$ cat config.mk
export PLATFORM = sky130hd
export DESIGN_NAME = control_loop_performance_stats
export DESIGN_NICKNAME = d
export VERILOG_FILES = /design/src/hdl/clps_pkg.sv /design/src/hdl/control_loop_performance_stats.sv /design/src/hdl/clps_front.sv /design/src/hdl/clps_div.sv /design/src/hdl/clps_isqrt.sv /design/src/hdl/clps_back.sv
export SDC_FILE = /design/constraint.sdc
export NUM_CORES = 2
export LEC_CHECK = 0
export BUFFER_PORTS_ARGS = -buffer_cell sky130_fd_sc_hd__buf_2
export CAP_MARGIN = 5
export CORE_ASPECT_RATIO = 0.8
export CORE_MARGIN = 4
export CORE_UTILIZATION = 40
export CTS_CLUSTER_SIZE = 14
export DETAILED_ROUTE_END_ITERATION = 12
export PLACE_DENSITY = 0.66
export SLEW_MARGIN = 10
export SYNTH_ARGS = -nofsm -noshare
export SYNTH_HDL_FRONTEND = slang
export SYNTH_SLANG_ARGS = --single-unit
$ cat constraint.sdc
create_clock -name aclk -period 18.53 [get_ports aclk]
set_input_delay 1.853 -clock aclk [delete_from_list [all_inputs] [get_ports aclk]]
set_output_delay 1.853 -clock aclk [all_outputs]
set_load 0.02 [all_outputs]
$ cat src/hdl/clps_pkg.sv
`default_nettype none
// ----------------------------------------------------------------------------
// clps_pkg: shared types and constants for the control loop statistics block
// Beat layouts, queue entry, back end states and saturating helpers.
// ----------------------------------------------------------------------------
package clps_pkg;

    // Default geometry
    localparam int SAMPLE_WIDTH_DEF = 16;
    localparam int COUNT_WIDTH_DEF  = 32;

    // Accumulator and report datapath widths
    localparam int ACC_W   = 64;
    localparam int SCALE_W = 14;                 // 10000 < 2^14
    localparam int DIV_W   = ACC_W + SCALE_W;    // scaled dividend width
    localparam int ROOT_W  = ACC_W / 2;

    // Entry slots in the queue between front and back
    localparam int QUEUE_DEPTH = 4;

    // Kind codes of the input beat
    localparam logic [1:0] KIND_SAMPLE = 2'd0;
    localparam logic [1:0] KIND_REPORT = 2'd1;
    localparam logic [1:0] KIND_CLEAR  = 2'd2;

    // Result field caps
    localparam logic [15:0] PEAK_CAP   = 16'd32768;
    localparam logic [15:0] RMS_CAP    = 16'd32768;
    localparam logic [21:0] EFFORT_CAP = 22'd3276800;
    localparam logic [15:0] JITTER_CAP = 16'd65535;
    localparam logic [30:0] ITAE_CAP   = 31'h7FFF_FFFF;

    // 10000 = 2^13 + 2^10 + 2^9 + 2^8 + 2^4, applied as shift-adds
    localparam int SCALE_TERMS = 5;
    localparam int unsigned SCALE_SHIFT [SCALE_TERMS] = '{13, 10, 9, 8, 4};

    typedef enum logic [1:0] {
        OP_SAMPLE,
        OP_REPORT,
        OP_CLEAR
    } op_t;

    typedef enum logic [3:0] {
        ST_IDLE,
        ST_ERR_DIV,
        ST_ERR_SQRT,
        ST_SCALE,
        ST_EFF_DIV,
        ST_EFF_SQRT,
        ST_JIT_DIV,
        ST_ITAE_DIV,
        ST_OUT
    } back_state_t;

    typedef struct packed {
        logic [1:0]         kind;
        logic signed [15:0] error;
        logic signed [15:0] drive;
    } in_beat_t;

    typedef struct packed {
        logic [15:0] peak_error;
        logic [15:0] err_rms;
        logic [21:0] effort;
        logic [15:0] jitter;
        logic [30:0] itae_mean;
    } out_beat_t;

    typedef struct packed {
        op_t         op;
        logic [15:0] error;
        logic [15:0] drive;
    } qentry_t;

    typedef struct packed {
        logic    valid;
        qentry_t entry;
    } qhead_t;

    // Add two accumulator values, sticking at all ones on overflow
    function automatic logic [ACC_W-1:0] sat_add(input logic [ACC_W-1:0] a,
                                                 input logic [ACC_W-1:0] b);
        logic [ACC_W:0] s;
        s = {1'b0, a} + {1'b0, b};
        return s[ACC_W] ? {ACC_W{1'b1}} : s[ACC_W-1:0];
    endfunction

endpackage
`default_nettype wire

$ cat src/hdl/control_loop_performance_stats.sv
`default_nettype none
// Sample and clear beats: one per cycle sustained while no report is running; applied as they leave the queue head.
// Report beats: four 78-step restoring divisions, two 32-step square roots and a 5-step
//   scaling by 10000 (none when the count is zero), then a load of the output register.
// The output register lets samples keep being applied while a result waits to be taken.
// Reset (aresetn low, synchronous) clears all statistics, the queue and the output valid.
// ----------------------------------------------------------------------------
// control_loop_performance_stats: control loop RMS, jitter and ITAE metrics
// Front queue of classified beats feeding an accumulator and report engine.
// ----------------------------------------------------------------------------
module control_loop_performance_stats #(
    parameter int SAMPLE_WIDTH = clps_pkg::SAMPLE_WIDTH_DEF,
    parameter int COUNT_WIDTH  = clps_pkg::COUNT_WIDTH_DEF
) (
    input  wire                  aclk,
    input  wire                  aresetn,
    input  wire                  s_valid,
    output logic                 s_ready,
    input  clps_pkg::in_beat_t   s_data,
    output logic                 m_valid,
    input  wire                  m_ready,
    output clps_pkg::out_beat_t  m_data
);

    clps_pkg::qhead_t head;
    logic             pop;

    clps_front u_front (
        .aclk    (aclk),
        .aresetn (aresetn),
        .s_valid (s_valid),
        .s_ready (s_ready),
        .s_data  (s_data),
        .pop     (pop),
        .head    (head)
    );

    clps_back #(
        .SAMPLE_WIDTH (SAMPLE_WIDTH),
        .COUNT_WIDTH  (COUNT_WIDTH)
    ) u_back (
        .aclk    (aclk),
        .aresetn (aresetn),
        .head    (head),
        .pop     (pop),
        .m_valid (m_valid),
        .m_ready (m_ready),
        .m_data  (m_data)
    );

endmodule
`default_nettype wire

$ cat src/hdl/clps_front.sv
`default_nettype none
// ----------------------------------------------------------------------------
// clps_front: input acceptance and classification
// Takes input beats, drops unused kinds and queues operations for the back.
// ----------------------------------------------------------------------------
module clps_front (
    input  wire                 aclk,
    input  wire                 aresetn,
    input  wire                 s_valid,
    output logic                s_ready,
    input  clps_pkg::in_beat_t  s_data,
    input  wire                 pop,
    output clps_pkg::qhead_t    head
);

    localparam int PTR_W = $clog2(clps_pkg::QUEUE_DEPTH);
    localparam int LVL_W = $clog2(clps_pkg::QUEUE_DEPTH + 1);

    clps_pkg::qentry_t slot_reg [clps_pkg::QUEUE_DEPTH];
    logic [PTR_W-1:0]  wr_ptr_reg, wr_ptr_next;
    logic [PTR_W-1:0]  rd_ptr_reg, rd_ptr_next;
    logic [LVL_W-1:0]  level_reg, level_next;

    clps_pkg::qentry_t entry;
    logic              known;
    logic              push;
    logic              take;

    // Classify the beat kind
    always_comb begin
        entry.error = s_data.error;
        entry.drive = s_data.drive;
        known       = 1'b1;
        case (s_data.kind)
            clps_pkg::KIND_SAMPLE: entry.op = clps_pkg::OP_SAMPLE;
            clps_pkg::KIND_REPORT: entry.op = clps_pkg::OP_REPORT;
            clps_pkg::KIND_CLEAR:  entry.op = clps_pkg::OP_CLEAR;
            default: begin
                entry.op = clps_pkg::OP_SAMPLE;
                known    = 1'b0;
            end
        endcase
    end

    assign s_ready = (level_reg != LVL_W'(clps_pkg::QUEUE_DEPTH));
    assign push    = s_valid && s_ready && known;
    assign take    = pop && (level_reg != '0);

    assign head.valid = (level_reg != '0);
    assign head.entry = slot_reg[rd_ptr_reg];

    // Advance pointers and level
    always_comb begin
        wr_ptr_next = push ? wr_ptr_reg + 1'b1 : wr_ptr_reg;
        rd_ptr_next = take ? rd_ptr_reg + 1'b1 : rd_ptr_reg;
        level_next  = level_reg;
        if (push && !take) begin
            level_next = level_reg + 1'b1;
        end else if (take && !push) begin
            level_next = level_reg - 1'b1;
        end
    end

    always_ff @(posedge aclk) begin
        if (!aresetn) begin
            wr_ptr_reg <= '0;
            rd_ptr_reg <= '0;
            level_reg  <= '0;
        end else begin
            wr_ptr_reg <= wr_ptr_next;
            rd_ptr_reg <= rd_ptr_next;
            level_reg  <= level_next;
        end
    end

    // Store the queued operation
    always_ff @(posedge aclk) begin
        if (push) begin
            slot_reg[wr_ptr_reg] <= entry;
        end
    end

endmodule
`default_nettype wire

$ cat src/hdl/clps_div.sv
`default_nettype none
// ----------------------------------------------------------------------------
// clps_div: restoring divider, one quotient bit per cycle
// Divides an accumulator, or its scaled form, by the sample count.
// ----------------------------------------------------------------------------
module clps_div #(
    parameter int COUNT_WIDTH = clps_pkg::COUNT_WIDTH_DEF
) (
    input  wire                          aclk,
    input  wire                          aresetn,
    input  wire                          go,
    input  wire [clps_pkg::DIV_W-1:0]    dividend,
    input  wire [COUNT_WIDTH-1:0]        divisor,
    output logic                         done,
    output logic [clps_pkg::DIV_W-1:0]   quotient
);

    localparam int DW    = clps_pkg::DIV_W;
    localparam int CNT_W = $clog2(DW + 1);

    logic                   busy_reg, busy_next;
    logic                   done_reg, done_next;
    logic [CNT_W-1:0]       cnt_reg, cnt_next;
    logic [COUNT_WIDTH-1:0] rem_reg, rem_next;
    logic [COUNT_WIDTH-1:0] dsr_reg, dsr_next;
    logic [DW-1:0]          quo_reg, quo_next;

    logic [COUNT_WIDTH:0]   trial;
    logic [COUNT_WIDTH:0]   diff;
    logic                   fits;

    // Trial subtract of the shifted remainder
    assign trial = {rem_reg, quo_reg[DW-1]};
    assign diff  = trial - {1'b0, dsr_reg};
    assign fits  = !diff[COUNT_WIDTH];

    always_comb begin
        busy_next = busy_reg;
        done_next = 1'b0;
        cnt_next  = cnt_reg;
        rem_next  = rem_reg;
        dsr_next  = dsr_reg;
        quo_next  = quo_reg;
        if (busy_reg) begin
            rem_next = fits ? diff[COUNT_WIDTH-1:0] : trial[COUNT_WIDTH-1:0];
            quo_next = {quo_reg[DW-2:0], fits};
            cnt_next = cnt_reg + 1'b1;
            if (cnt_reg == CNT_W'(DW - 1)) begin
                busy_next = 1'b0;
                done_next = 1'b1;
            end
        end else if (go && !done_reg) begin
            busy_next = 1'b1;
            cnt_next  = '0;
            rem_next  = '0;
            dsr_next  = divisor;
            quo_next  = dividend;
        end
    end

    always_ff @(posedge aclk) begin
        if (!aresetn) begin
            busy_reg <= 1'b0;
            done_reg <= 1'b0;
            cnt_reg  <= '0;
        end else begin
            busy_reg <= busy_next;
            done_reg <= done_next;
            cnt_reg  <= cnt_next;
        end
    end

    always_ff @(posedge aclk) begin
        rem_reg <= rem_next;
        dsr_reg <= dsr_next;
        quo_reg <= quo_next;
    end

    assign done     = done_reg;
    assign quotient = quo_reg;

endmodule
`default_nettype wire

$ cat src/hdl/clps_isqrt.sv
`default_nettype none
// ----------------------------------------------------------------------------
// clps_isqrt: digit-by-digit integer square root
// Floor square root of a 64-bit value, one root bit per cycle.
// ----------------------------------------------------------------------------
module clps_isqrt (
    input  wire                           aclk,
    input  wire                           aresetn,
    input  wire                           go,
    input  wire [clps_pkg::ACC_W-1:0]     radicand,
    output logic                          done,
    output logic [clps_pkg::ROOT_W-1:0]   root
);

    localparam int AW = clps_pkg::ACC_W;

    logic          busy_reg, busy_next;
    logic          done_reg, done_next;
    logic [AW-1:0] n_reg, n_next;
    logic [AW-1:0] res_reg, res_next;
    logic [AW-1:0] bit_reg, bit_next;

    logic [AW-1:0] trial;
    logic          fits;

    assign trial = res_reg + bit_reg;
    assign fits  = (n_reg >= trial);

    always_comb begin
        busy_next = busy_reg;
        done_next = 1'b0;
        n_next    = n_reg;
        res_next  = res_reg;
        bit_next  = bit_reg;
        if (busy_reg) begin
            if (fits) begin
                n_next   = n_reg - trial;
                res_next = (res_reg >> 1) + bit_reg;
            end else begin
                res_next = res_reg >> 1;
            end
            bit_next = bit_reg >> 2;
            if (bit_reg[0]) begin
                busy_next = 1'b0;
                done_next = 1'b1;
            end
        end else if (go && !done_reg) begin
            busy_next = 1'b1;
            n_next    = radicand;
            res_next  = '0;
            bit_next  = AW'(1) << (AW - 2);
        end
    end

    always_ff @(posedge aclk) begin
        if (!aresetn) begin
            busy_reg <= 1'b0;
            done_reg <= 1'b0;
        end else begin
            busy_reg <= busy_next;
            done_reg <= done_next;
        end
    end

    always_ff @(posedge aclk) begin
        n_reg   <= n_next;
        res_reg <= res_next;
        bit_reg <= bit_next;
    end

    assign done = done_reg;
    assign root = res_reg[clps_pkg::ROOT_W-1:0];

endmodule
`default_nettype wire

$ cat src/hdl/clps_back.sv
`default_nettype none
// ----------------------------------------------------------------------------
// clps_back: statistics accumulators and report sequencer
// Applies samples and clears, and runs reports through divider and root.
// ----------------------------------------------------------------------------
module clps_back #(
    parameter int SAMPLE_WIDTH = clps_pkg::SAMPLE_WIDTH_DEF,
    parameter int COUNT_WIDTH  = clps_pkg::COUNT_WIDTH_DEF
) (
    input  wire                  aclk,
    input  wire                  aresetn,
    input  clps_pkg::qhead_t     head,
    output logic                 pop,
    output logic                 m_valid,
    input  wire                  m_ready,
    output clps_pkg::out_beat_t  m_data
);

    localparam int SW    = SAMPLE_WIDTH;
    localparam int CW    = COUNT_WIDTH;
    localparam int AW    = clps_pkg::ACC_W;
    localparam int DW    = clps_pkg::DIV_W;
    localparam int RW    = clps_pkg::ROOT_W;
    localparam int PW    = (CW + SW > AW) ? CW + SW : AW + 1;
    localparam int IDX_W = $clog2(clps_pkg::SCALE_TERMS);

    clps_pkg::back_state_t state_reg, state_next;

    logic [CW-1:0]    count_reg, count_next;
    logic [AW-1:0]    esq_reg, esq_next;
    logic [AW-1:0]    dsq_reg, dsq_next;
    logic [AW-1:0]    dlt_reg, dlt_next;
    logic [AW-1:0]    itae_reg, itae_next;
    logic [SW-1:0]    peak_reg, peak_next;
    logic [SW-1:0]    prev_reg, prev_next;

    logic [DW-1:0]    scaled_reg, scaled_next;
    logic [IDX_W-1:0] idx_reg, idx_next;
    logic [15:0]      rms_reg, rms_next;
    logic [21:0]      effort_reg, effort_next;
    logic [15:0]      jitter_reg, jitter_next;
    logic [30:0]      itae_res_reg, itae_res_next;

    logic                 m_valid_reg, m_valid_next;
    clps_pkg::out_beat_t  m_data_reg, m_data_next;

    // Sample datapath
    logic [SW-1:0]   e_raw, d_raw, ae, ad;
    logic [2*SW-1:0] esq_term, dsq_term;
    logic [SW:0]     dd, dd_abs;
    logic [PW-1:0]   itae_prod;
    logic [AW-1:0]   itae_term;

    // Report units
    logic            div_go, div_done;
    logic [DW-1:0]   dividend, quotient;
    logic            sqrt_go, sqrt_done;
    logic [AW-1:0]   radicand;
    logic [RW-1:0]   root;
    logic            out_free;

    assign e_raw     = SW'(head.entry.error);
    assign d_raw     = SW'(head.entry.drive);
    assign ae        = e_raw[SW-1] ? (~e_raw + 1'b1) : e_raw;
    assign ad        = d_raw[SW-1] ? (~d_raw + 1'b1) : d_raw;
    assign esq_term  = ae * ae;
    assign dsq_term  = ad * ad;
    assign dd        = {d_raw[SW-1], d_raw} - {prev_reg[SW-1], prev_reg};
    assign dd_abs    = dd[SW] ? (~dd + 1'b1) : dd;
    assign itae_prod = PW'(count_reg) * PW'(ae);
    assign itae_term = (|itae_prod[PW-1:AW]) ? {AW{1'b1}} : itae_prod[AW-1:0];

    assign out_free  = !m_valid_reg || m_ready;

    // Next state
    always_comb begin
        state_next = state_reg;
        case (state_reg)
            clps_pkg::ST_IDLE: begin
                if (head.valid && head.entry.op == clps_pkg::OP_REPORT) begin
                    state_next = (count_reg == '0) ? clps_pkg::ST_OUT
                                                   : clps_pkg::ST_ERR_DIV;
                end
            end
            clps_pkg::ST_ERR_DIV: begin
                if (div_done) state_next = clps_pkg::ST_ERR_SQRT;
            end
            clps_pkg::ST_ERR_SQRT: begin
                if (sqrt_done) state_next = clps_pkg::ST_SCALE;
            end
            clps_pkg::ST_SCALE: begin
                if (idx_reg == IDX_W'(clps_pkg::SCALE_TERMS - 1)) begin
                    state_next = clps_pkg::ST_EFF_DIV;
                end
            end
            clps_pkg::ST_EFF_DIV: begin
                if (div_done) state_next = clps_pkg::ST_EFF_SQRT;
            end
            clps_pkg::ST_EFF_SQRT: begin
                if (sqrt_done) state_next = clps_pkg::ST_JIT_DIV;
            end
            clps_pkg::ST_JIT_DIV: begin
                if (div_done) state_next = clps_pkg::ST_ITAE_DIV;
            end
            clps_pkg::ST_ITAE_DIV: begin
                if (div_done) state_next = clps_pkg::ST_OUT;
            end
            clps_pkg::ST_OUT: begin
                if (out_free) state_next = clps_pkg::ST_IDLE;
            end
            default: state_next = clps_pkg::ST_IDLE;
        endcase
    end

    // Sequencer outputs
    always_comb begin
        pop      = 1'b0;
        div_go   = 1'b0;
        sqrt_go  = 1'b0;
        dividend = DW'(esq_reg);
        radicand = quotient[AW-1:0];
        case (state_reg)
            clps_pkg::ST_IDLE:     pop = head.valid;
            clps_pkg::ST_ERR_DIV:  div_go = 1'b1;
            clps_pkg::ST_ERR_SQRT: sqrt_go = 1'b1;
            clps_pkg::ST_EFF_DIV: begin
                div_go   = 1'b1;
                dividend = scaled_reg;
            end
            clps_pkg::ST_EFF_SQRT: begin
                sqrt_go  = 1'b1;
                radicand = (|quotient[DW-1:AW]) ? {AW{1'b1}} : quotient[AW-1:0];
            end
            clps_pkg::ST_JIT_DIV: begin
                div_go   = 1'b1;
                dividend = DW'(dlt_reg);
            end
            clps_pkg::ST_ITAE_DIV: begin
                div_go   = 1'b1;
                dividend = DW'(itae_reg);
            end
            default: ;
        endcase
    end

    // Accumulators, report results and output register
    always_comb begin
        count_next    = count_reg;
        esq_next      = esq_reg;
        dsq_next      = dsq_reg;
        dlt_next      = dlt_reg;
        itae_next     = itae_reg;
        peak_next     = peak_reg;
        prev_next     = prev_reg;
        scaled_next   = scaled_reg;
        idx_next      = idx_reg;
        rms_next      = rms_reg;
        effort_next   = effort_reg;
        jitter_next   = jitter_reg;
        itae_res_next = itae_res_reg;
        m_valid_next  = m_valid_reg;
        m_data_next   = m_data_reg;

        if (m_valid_reg && m_ready) begin
            m_valid_next = 1'b0;
        end

        case (state_reg)
            clps_pkg::ST_IDLE: begin
                if (head.valid) begin
                    case (head.entry.op)
                        clps_pkg::OP_SAMPLE: begin
                            esq_next  = clps_pkg::sat_add(esq_reg, AW'(esq_term));
                            dsq_next  = clps_pkg::sat_add(dsq_reg, AW'(dsq_term));
                            itae_next = clps_pkg::sat_add(itae_reg, itae_term);
                            if (ae > peak_reg) peak_next = ae;
                            if (count_reg != '0) begin
                                dlt_next = clps_pkg::sat_add(dlt_reg, AW'(dd_abs));
                            end
                            prev_next = d_raw;
                            if (!(&count_reg)) count_next = count_reg + 1'b1;
                        end
                        clps_pkg::OP_CLEAR: begin
                            count_next = '0;
                            esq_next   = '0;
                            dsq_next   = '0;
                            dlt_next   = '0;
                            itae_next  = '0;
                            peak_next  = '0;
                            prev_next  = '0;
                        end
                        clps_pkg::OP_REPORT: begin
                            scaled_next   = '0;
                            idx_next      = '0;
                            rms_next      = '0;
                            effort_next   = '0;
                            jitter_next   = '0;
                            itae_res_next = '0;
                        end
                        default: ;
                    endcase
                end
            end
            clps_pkg::ST_ERR_SQRT: begin
                if (sqrt_done) begin
                    rms_next = (root > RW'(clps_pkg::RMS_CAP)) ? clps_pkg::RMS_CAP
                                                              : root[15:0];
                end
            end
            clps_pkg::ST_SCALE: begin
                scaled_next = scaled_reg + (DW'(dsq_reg) << clps_pkg::SCALE_SHIFT[idx_reg]);
                idx_next    = idx_reg + 1'b1;
            end
            clps_pkg::ST_EFF_SQRT: begin
                if (sqrt_done) begin
                    effort_next = (root > RW'(clps_pkg::EFFORT_CAP)) ? clps_pkg::EFFORT_CAP
                                                                    : root[21:0];
                end
            end
            clps_pkg::ST_JIT_DIV: begin
                if (div_done) begin
                    jitter_next = (|quotient[DW-1:16]) ? clps_pkg::JITTER_CAP
                                                       : quotient[15:0];
                end
            end
            clps_pkg::ST_ITAE_DIV: begin
                if (div_done) begin
                    itae_res_next = (|quotient[DW-1:31]) ? clps_pkg::ITAE_CAP
                                                         : quotient[30:0];
                end
            end
            clps_pkg::ST_OUT: begin
                if (out_free) begin
                    m_valid_next           = 1'b1;
                    m_data_next.peak_error = (AW'(peak_reg) > AW'(clps_pkg::PEAK_CAP))
                                             ? clps_pkg::PEAK_CAP : 16'(peak_reg);
                    m_data_next.err_rms    = rms_reg;
                    m_data_next.effort     = effort_reg;
                    m_data_next.jitter     = jitter_reg;
                    m_data_next.itae_mean  = itae_res_reg;
                end
            end
            default: ;
        endcase
    end

    always_ff @(posedge aclk) begin
        if (!aresetn) begin
            state_reg   <= clps_pkg::ST_IDLE;
            count_reg   <= '0;
            esq_reg     <= '0;
            dsq_reg     <= '0;
            dlt_reg     <= '0;
            itae_reg    <= '0;
            peak_reg    <= '0;
            prev_reg    <= '0;
            idx_reg     <= '0;
            m_valid_reg <= 1'b0;
        end else begin
            state_reg   <= state_next;
            count_reg   <= count_next;
            esq_reg     <= esq_next;
            dsq_reg     <= dsq_next;
            dlt_reg     <= dlt_next;
            itae_reg    <= itae_next;
            peak_reg    <= peak_next;
            prev_reg    <= prev_next;
            idx_reg     <= idx_next;
            m_valid_reg <= m_valid_next;
        end
    end

    always_ff @(posedge aclk) begin
        scaled_reg   <= scaled_next;
        rms_reg      <= rms_next;
        effort_reg   <= effort_next;
        jitter_reg   <= jitter_next;
        itae_res_reg <= itae_res_next;
        m_data_reg   <= m_data_next;
    end

    clps_div #(
        .COUNT_WIDTH (CW)
    ) u_div (
        .aclk     (aclk),
        .aresetn  (aresetn),
        .go       (div_go),
        .dividend (dividend),
        .divisor  (count_reg),
        .done     (div_done),
        .quotient (quotient)
    );

    clps_isqrt u_isqrt (
        .aclk     (aclk),
        .aresetn  (aresetn),
        .go       (sqrt_go),
        .radicand (radicand),
        .done     (sqrt_done),
        .root     (root)
    );

    assign m_valid = m_valid_reg;
    assign m_data  = m_data_reg;

endmodule
`default_nettype wire

Yosys cells after proc, flatten, opt, wreduce, memory -nomap -nowiden
Memory sizes are Yosys's and may differ from the RTL's. A register that Yosys moved wholly into a read port is not among the register bits.
Index checks and enable logic that the tools add are counted.
- bitwise logic cells: 5
- eq/ne operators: 30
- div/mod/pow operators: 0
- multiplexer cells: 94
- shifts and indexed selects: 1
- multiply operators: 3
- reductions and logical operators: 53
- $add $sub $neg: 20
- magnitude comparators: 6
- operator list (cell ; number):
    64-bit 2-to-1 mux ; 13
    64-bit case mux with 2 select lines ; 4
    78-bit 2-to-1 mux ; 4
    78-bit case mux with 3 select lines ; 1
    32-bit 2-to-1 mux ; 6
    78-bit case mux with 2 select lines ; 1
    16-bit 2-to-1 mux ; 9
    64-bit by 32-bit adder with 65-bit output ; 2
    16-bit case mux with 2 select lines ; 4
    31-bit 2-to-1 mux ; 4
    61-bit 2-to-1 mux ; 2
    22-bit 2-to-1 mux ; 4
    78-bit adder ; 1
    64-bit by 32-bit left shift with 78-bit output ; 1
    64-bit by 17-bit adder with 65-bit output ; 1
    64-bit by 48-bit adder with 65-bit output ; 1
    63-bit by 63-bit adder with 64-bit output ; 1
    64-bit by 63-bit adder with 64-bit output ; 1
    64-bit >= comparator ; 1
    16-bit by 16-bit multiplier with 32-bit output ; 2
    32-bit case mux with 2 select lines ; 1
    64-bit subtractor ; 1
    31-bit case mux with 2 select lines ; 1
    62-bit OR reduction ; 1
    59 further kinds ; 145
- memories: 2
- ROM bits: 256
- bits of input ports: 38
- bits in writable memories: 136
- output and inout port bits: 103
- bits in latches: 0
- register bits after elaboration: 912
- word-level logic and storage cells: 249
- memory list (memory ; depth ; width ; read ports ; clocked after memory_dff ; wr ports ; line ; RTL):
    (name not given) ; 8 ; 32 ; 1 ; 0 ; 0 ; clps_back.sv:211 ; scaled_next = scaled_reg + (DW'(dsq_reg) << clps_pkg::SCALE_SHIFT[idx_reg]);
    u_front.slot_reg ; 4 ; 34 ; 1 ; 1 ; 1 ; clps_front.sv:19 ; clps_pkg::qentry_t slot_reg [clps_pkg::QUEUE_DEPTH];

Depth between registers and ports, before layout
- word-level depth: 8
- depth in mapped cells: 40
- gate-level depth less buffers: 35

By module
A second synthesis with hierarchy kept.
- cell total of the unflattened synthesis: 11081
- area total of the unflattened synthesis: 99596.8 um^2
- by module, submodules not included (module ; sequential area each (um^2) ; times used ; cells an instance ; area an instance (um^2)):
    clps_back ; 14493.9 ; 1 ; 8484 ; 71018.1
    clps_isqrt ; 4834.6 ; 1 ; 1761 ; 15318.4
    clps_div ; 4444.3 ; 1 ; 607 ; 7832.5
    clps_front ; 4264.1 ; 1 ; 229 ; 5427.7

Least setup slack after synthesis
No wires, ideal clock.
- path type: register to register
- start: reg u_back.u_isqrt.res_reg[12]
- end: reg u_back.u_isqrt.n_reg[0], enable pin
- setup time: 0.584 ns
- clock period less this slack: 10.036 ns
- buffers on the path: 3
- cell stages (with the launch flop): 26
- setup slack: 8.494 ns
- required time: 17.946 ns
- arrival time: 9.452 ns
- path through: edfxtp_1 > ha_1 > nand4_1 > or3_1 > a2bb2oi_1 > a21oi_1 > a31oi_1 > o31ai_1 > a31oi_1 > nor2_1 > a21o_1 > a31oi_1 > xor2_1 > ha_1 > clkbuf_1 > a21oi_1 > nor2b_1 > o21ai_0 > nand2b_1 > and4b_1 > o21ai_0 > nor2_1 > o31a_1 > clkbuf_1 > buf_2 > a21boi_0
- longest elaborated chain between the ends: 4
- ends and longest elaborated chain (item ; line ; RTL):
    start, declared ; clps_isqrt.sv:20 ; logic [AW-1:0] res_reg, res_next;
    start signal, assigned ; clps_isqrt.sv:67 ; res_reg <= res_next;
    64-bit by 63-bit adder with 64-bit output ; clps_isqrt.sv:26 ; assign trial = res_reg + bit_reg;
    64-bit >= comparator ; clps_isqrt.sv:27 ; assign fits = (n_reg >= trial);
    2-bit by 1-bit inequality test with 1-bit output (no line) ; - ;
    2-bit AND reduction (no line) ; - ;
    end signal, assigned ; clps_isqrt.sv:66 ; n_reg <= n_next;
    end, declared ; clps_isqrt.sv:19 ; logic [AW-1:0] n_reg, n_next;
Every way passes these cells.
A chain may end at the register's enable or synchronous reset.

==> flow_metrics.env <==
export IMPL_cpMostUsedCell="sky130_fd_sc_hd__fa_1"
export IMPL_criticalPathCategory="flop to flop"
export IMPL_synth_cell_area_um2=97600
export IMPL_ctsHoldBuffers=0
export IMPL_clock_sink_count=1050
export IMPL_detail_route_drc_violations=0
export IMPL_final_critical_path_setup_slack_ps=7060
export IMPL_n_fill_cell=23614
export IMPL_cts_root_buffer="sky130_fd_sc_hd__clkbuf_16"
export IMPL_ys_seq_elements=1050
export IMPL_cpMaxStageDelayCell="sky130_fd_sc_hd__dfxtp_2"
export IMPL_rr_worst_depth=34
export IMPL_cts_repair_timing_setup_buffer_count=0
export IMPL_routabilityCongestion=0.949
export IMPL_route_detailed_vias_per_inst=5.55
export IMPL_drt_wl_total_um=290000
export IMPL_die_w_um=560
export IMPL_die_height_um=450
export IMPL_final_layout_size_suffix_gt1_share_pct=5.95
export IMPL_area_growth_pct=7.82
export IMPL_worstSetupPathDepth=34
export IMPL_placed_cells=13924
export IMPL_cts_max_level=3
export IMPL_cts_buffers=108
export IMPL_layout_commonest_cell="sky130_fd_sc_hd__inv_1"
export IMPL_outcome="finished, violations left"
export IMPL_post_synth_num_cell_types=104
export IMPL_synth_cells=11006
export IMPL_nets=12393
export IMPL_fp_coreArea_um2=242000
export IMPL_critical_path_s_largest_stage_delay_ps=970
export IMPL_max_cap_viol_count=1
export IMPL_worst_path_buf_inv=9
export IMPL_critical_path_max_fanout=37
export IMPL_placement_rows=161
export IMPL_grt_pass1_vias=76226
export IMPL_boundaryPins=141
export IMPL_transition_at_the_pin_with_the_smallest_max_transition_slack_ps=1500
export IMPL_antenna_found_initial=19
export IMPL_finalSetupViolations=0
export IMPL_routedWlPerCell_um=20.5
export IMPL_crit_reg2reg_capture="u_back.esq_reg[35]"
export IMPL_placement_io_buffers=140
export IMPL_violated_checks="max-capacitance violations"
export IMPL_synth_enable_flop_cells=701
export IMPL_firstDrtPassIters=8
export IMPL_detailroute_via_count=78406
export IMPL_synth_top_flop_cell="sky130_fd_sc_hd__edfxtp_1"
export IMPL_clock_skew_final_ps=77.1
export IMPL_synth_seq_area_share_pct=28.7
export IMPL_dpl_hpwl_um=221000
export IMPL_layout_worst_path_cycle_share_pct=61.9
export IMPL_clock_latency_ps=770
export IMPL_die_area_um2=252000
export IMPL_cts_tree="done"
export IMPL_grt_max_degree=92
export IMPL_timing_slew_headroom_pct=0.310
export IMPL_syn_area_per_cell_um2=8.87
export IMPL_flip_flop_count_of_the_largest_register_after_layout=136
export IMPL_hold_viol_final=0
export IMPL_worstPathRequired_ps=19180
export IMPL_rsz0062_at_grt="false"
export IMPL_timing_reg2reg_setup_slack_ps=7060
export IMPL_final_max_slew_violation_count=0
export IMPL_holdCritPathClass="flop to flop"
export IMPL_hold_ws_ps=418
export IMPL_setup_ws_pre_cts_ps=7180
export IMPL_antenna_left=0
export IMPL_grt_usage_pct=22.6
export IMPL_critPathTopFamily="adder cells"
export IMPL_ys_async_sr_fraction_pct=0
export IMPL_grt_pass1_wl_um=452000
export IMPL_critPathCapture="u_back.esq_reg[35]"
export IMPL_layout_cells_most_common_list="sky130_fd_sc_hd__inv_1 (1,604), sky130_fd_sc_hd__nand2_1 (1,255), sky130_fd_sc_hd__fa_1 (865)"
export IMPL_start_util_pct=40.4
export IMPL_finalWorstPathRequiredPeriod_ps=11470
export IMPL_timing_critical_path_arrival_ps=12130
export IMPL_drt_iter0_drc=8257
export IMPL_final_instance_count_excl_fill=14134
export IMPL_yosysWarnings=0
export IMPL_ctsResizeCount=0
export IMPL_cts_clk_slew_worst_paths_ps=60
export IMPL_cts_path_max_buffers=3
export IMPL_fin_setup_tns_ps=0
export IMPL_maxClockFrequency_mhz=87.2
export IMPL_start_kind="flop"
export IMPL_globalRoute_totalOverflow=0
export IMPL_cp_end_kind="flop"
cells by family after synthesis:
kind of cell	Yosys count	synth area share, %
mux	236	2.85
xor+xnor	477	4.32
simple gates	3185	14.9
fa+ha+maj	1499	25.9
buf+inv	2176	8.42
other cells	2	0.00769
flops	1050	28.7
compound gates	2381	14.9
cells in the mapped netlist, drive strengths merged, types with 238 or more instances:
master | number | area share (%)
xnor2 | 272 | 2.5
dfxtp | 349 | 7.2
edfxtp | 701 | 22
and2 | 238 | 1.5
ha | 634 | 8.1
clkbuf | 485 | 1.9
o21ai | 740 | 3.8
fa | 865 | 18
inv | 1615 | 6.2
a21oi | 659 | 3.4
nand2 | 1261 | 4.8
nor2 | 836 | 3.2
per-layer routing:
| metal | wire length [um] | vias to the layer above | GRT usage (%) |
|---|---|---|---|
| li1 | - | 36668 | - |
| met1 | 132000 | 38145 | 33.1 |
| met2 | 118000 | 3239 | 32.3 |
| met3 | 33000 | 350 | 7.07 |
| met4 | 6530 | 4 | 4.99 |
| met5 | 34 | - | 0 |
worst min path at each step:
| stage | from | endpoint | slack, ps | cells past startpoint |
|---|---|---|---|---|
| floorplan | u_back.itae_res_reg[0] | u_back.m_data[0] | 400 | 0 |
| global placement | u_back.itae_res_reg[8] | u_back.m_data[8] | 400 | 0 |
| detailed placement | u_back.effort_reg[3] | u_back.m_data[50] | 400 | 0 |
| CTS | u_back.rms_reg[6] | u_back.m_data[75] | 420 | 0 |
| global route | u_back.rms_reg[6] | u_back.m_data[75] | 420 | 0 |
| finish | u_back.effort_reg[4] | u_back.m_data[51] | 420 | 0 |
cell type report:
cell class	instances	area [um2]	area share, %
clock inverters	63	671	0.637
diodes	7	17.5	0.0166
repair buffers	269	1670	1.59
well taps	3178	3980	3.78
clock buffers	140	3030	2.88
inverters	1620	6080	5.78
multi-input cells	7807	61800	58.7
flip-flops and latches	1050	28100	26.6
per-stage QoR:
step	utilization (%)	area [um2]
finish	43.6	105000
global route	43.5	105000
CTS	43.5	105000
detailed placement	42.0	102000
global placement	42.0	102000
floorplan	-	97700
Power is left out: the tool's default activity adds up to more than one toggle a clock period on the data nets, which glitch-free logic cannot reach.
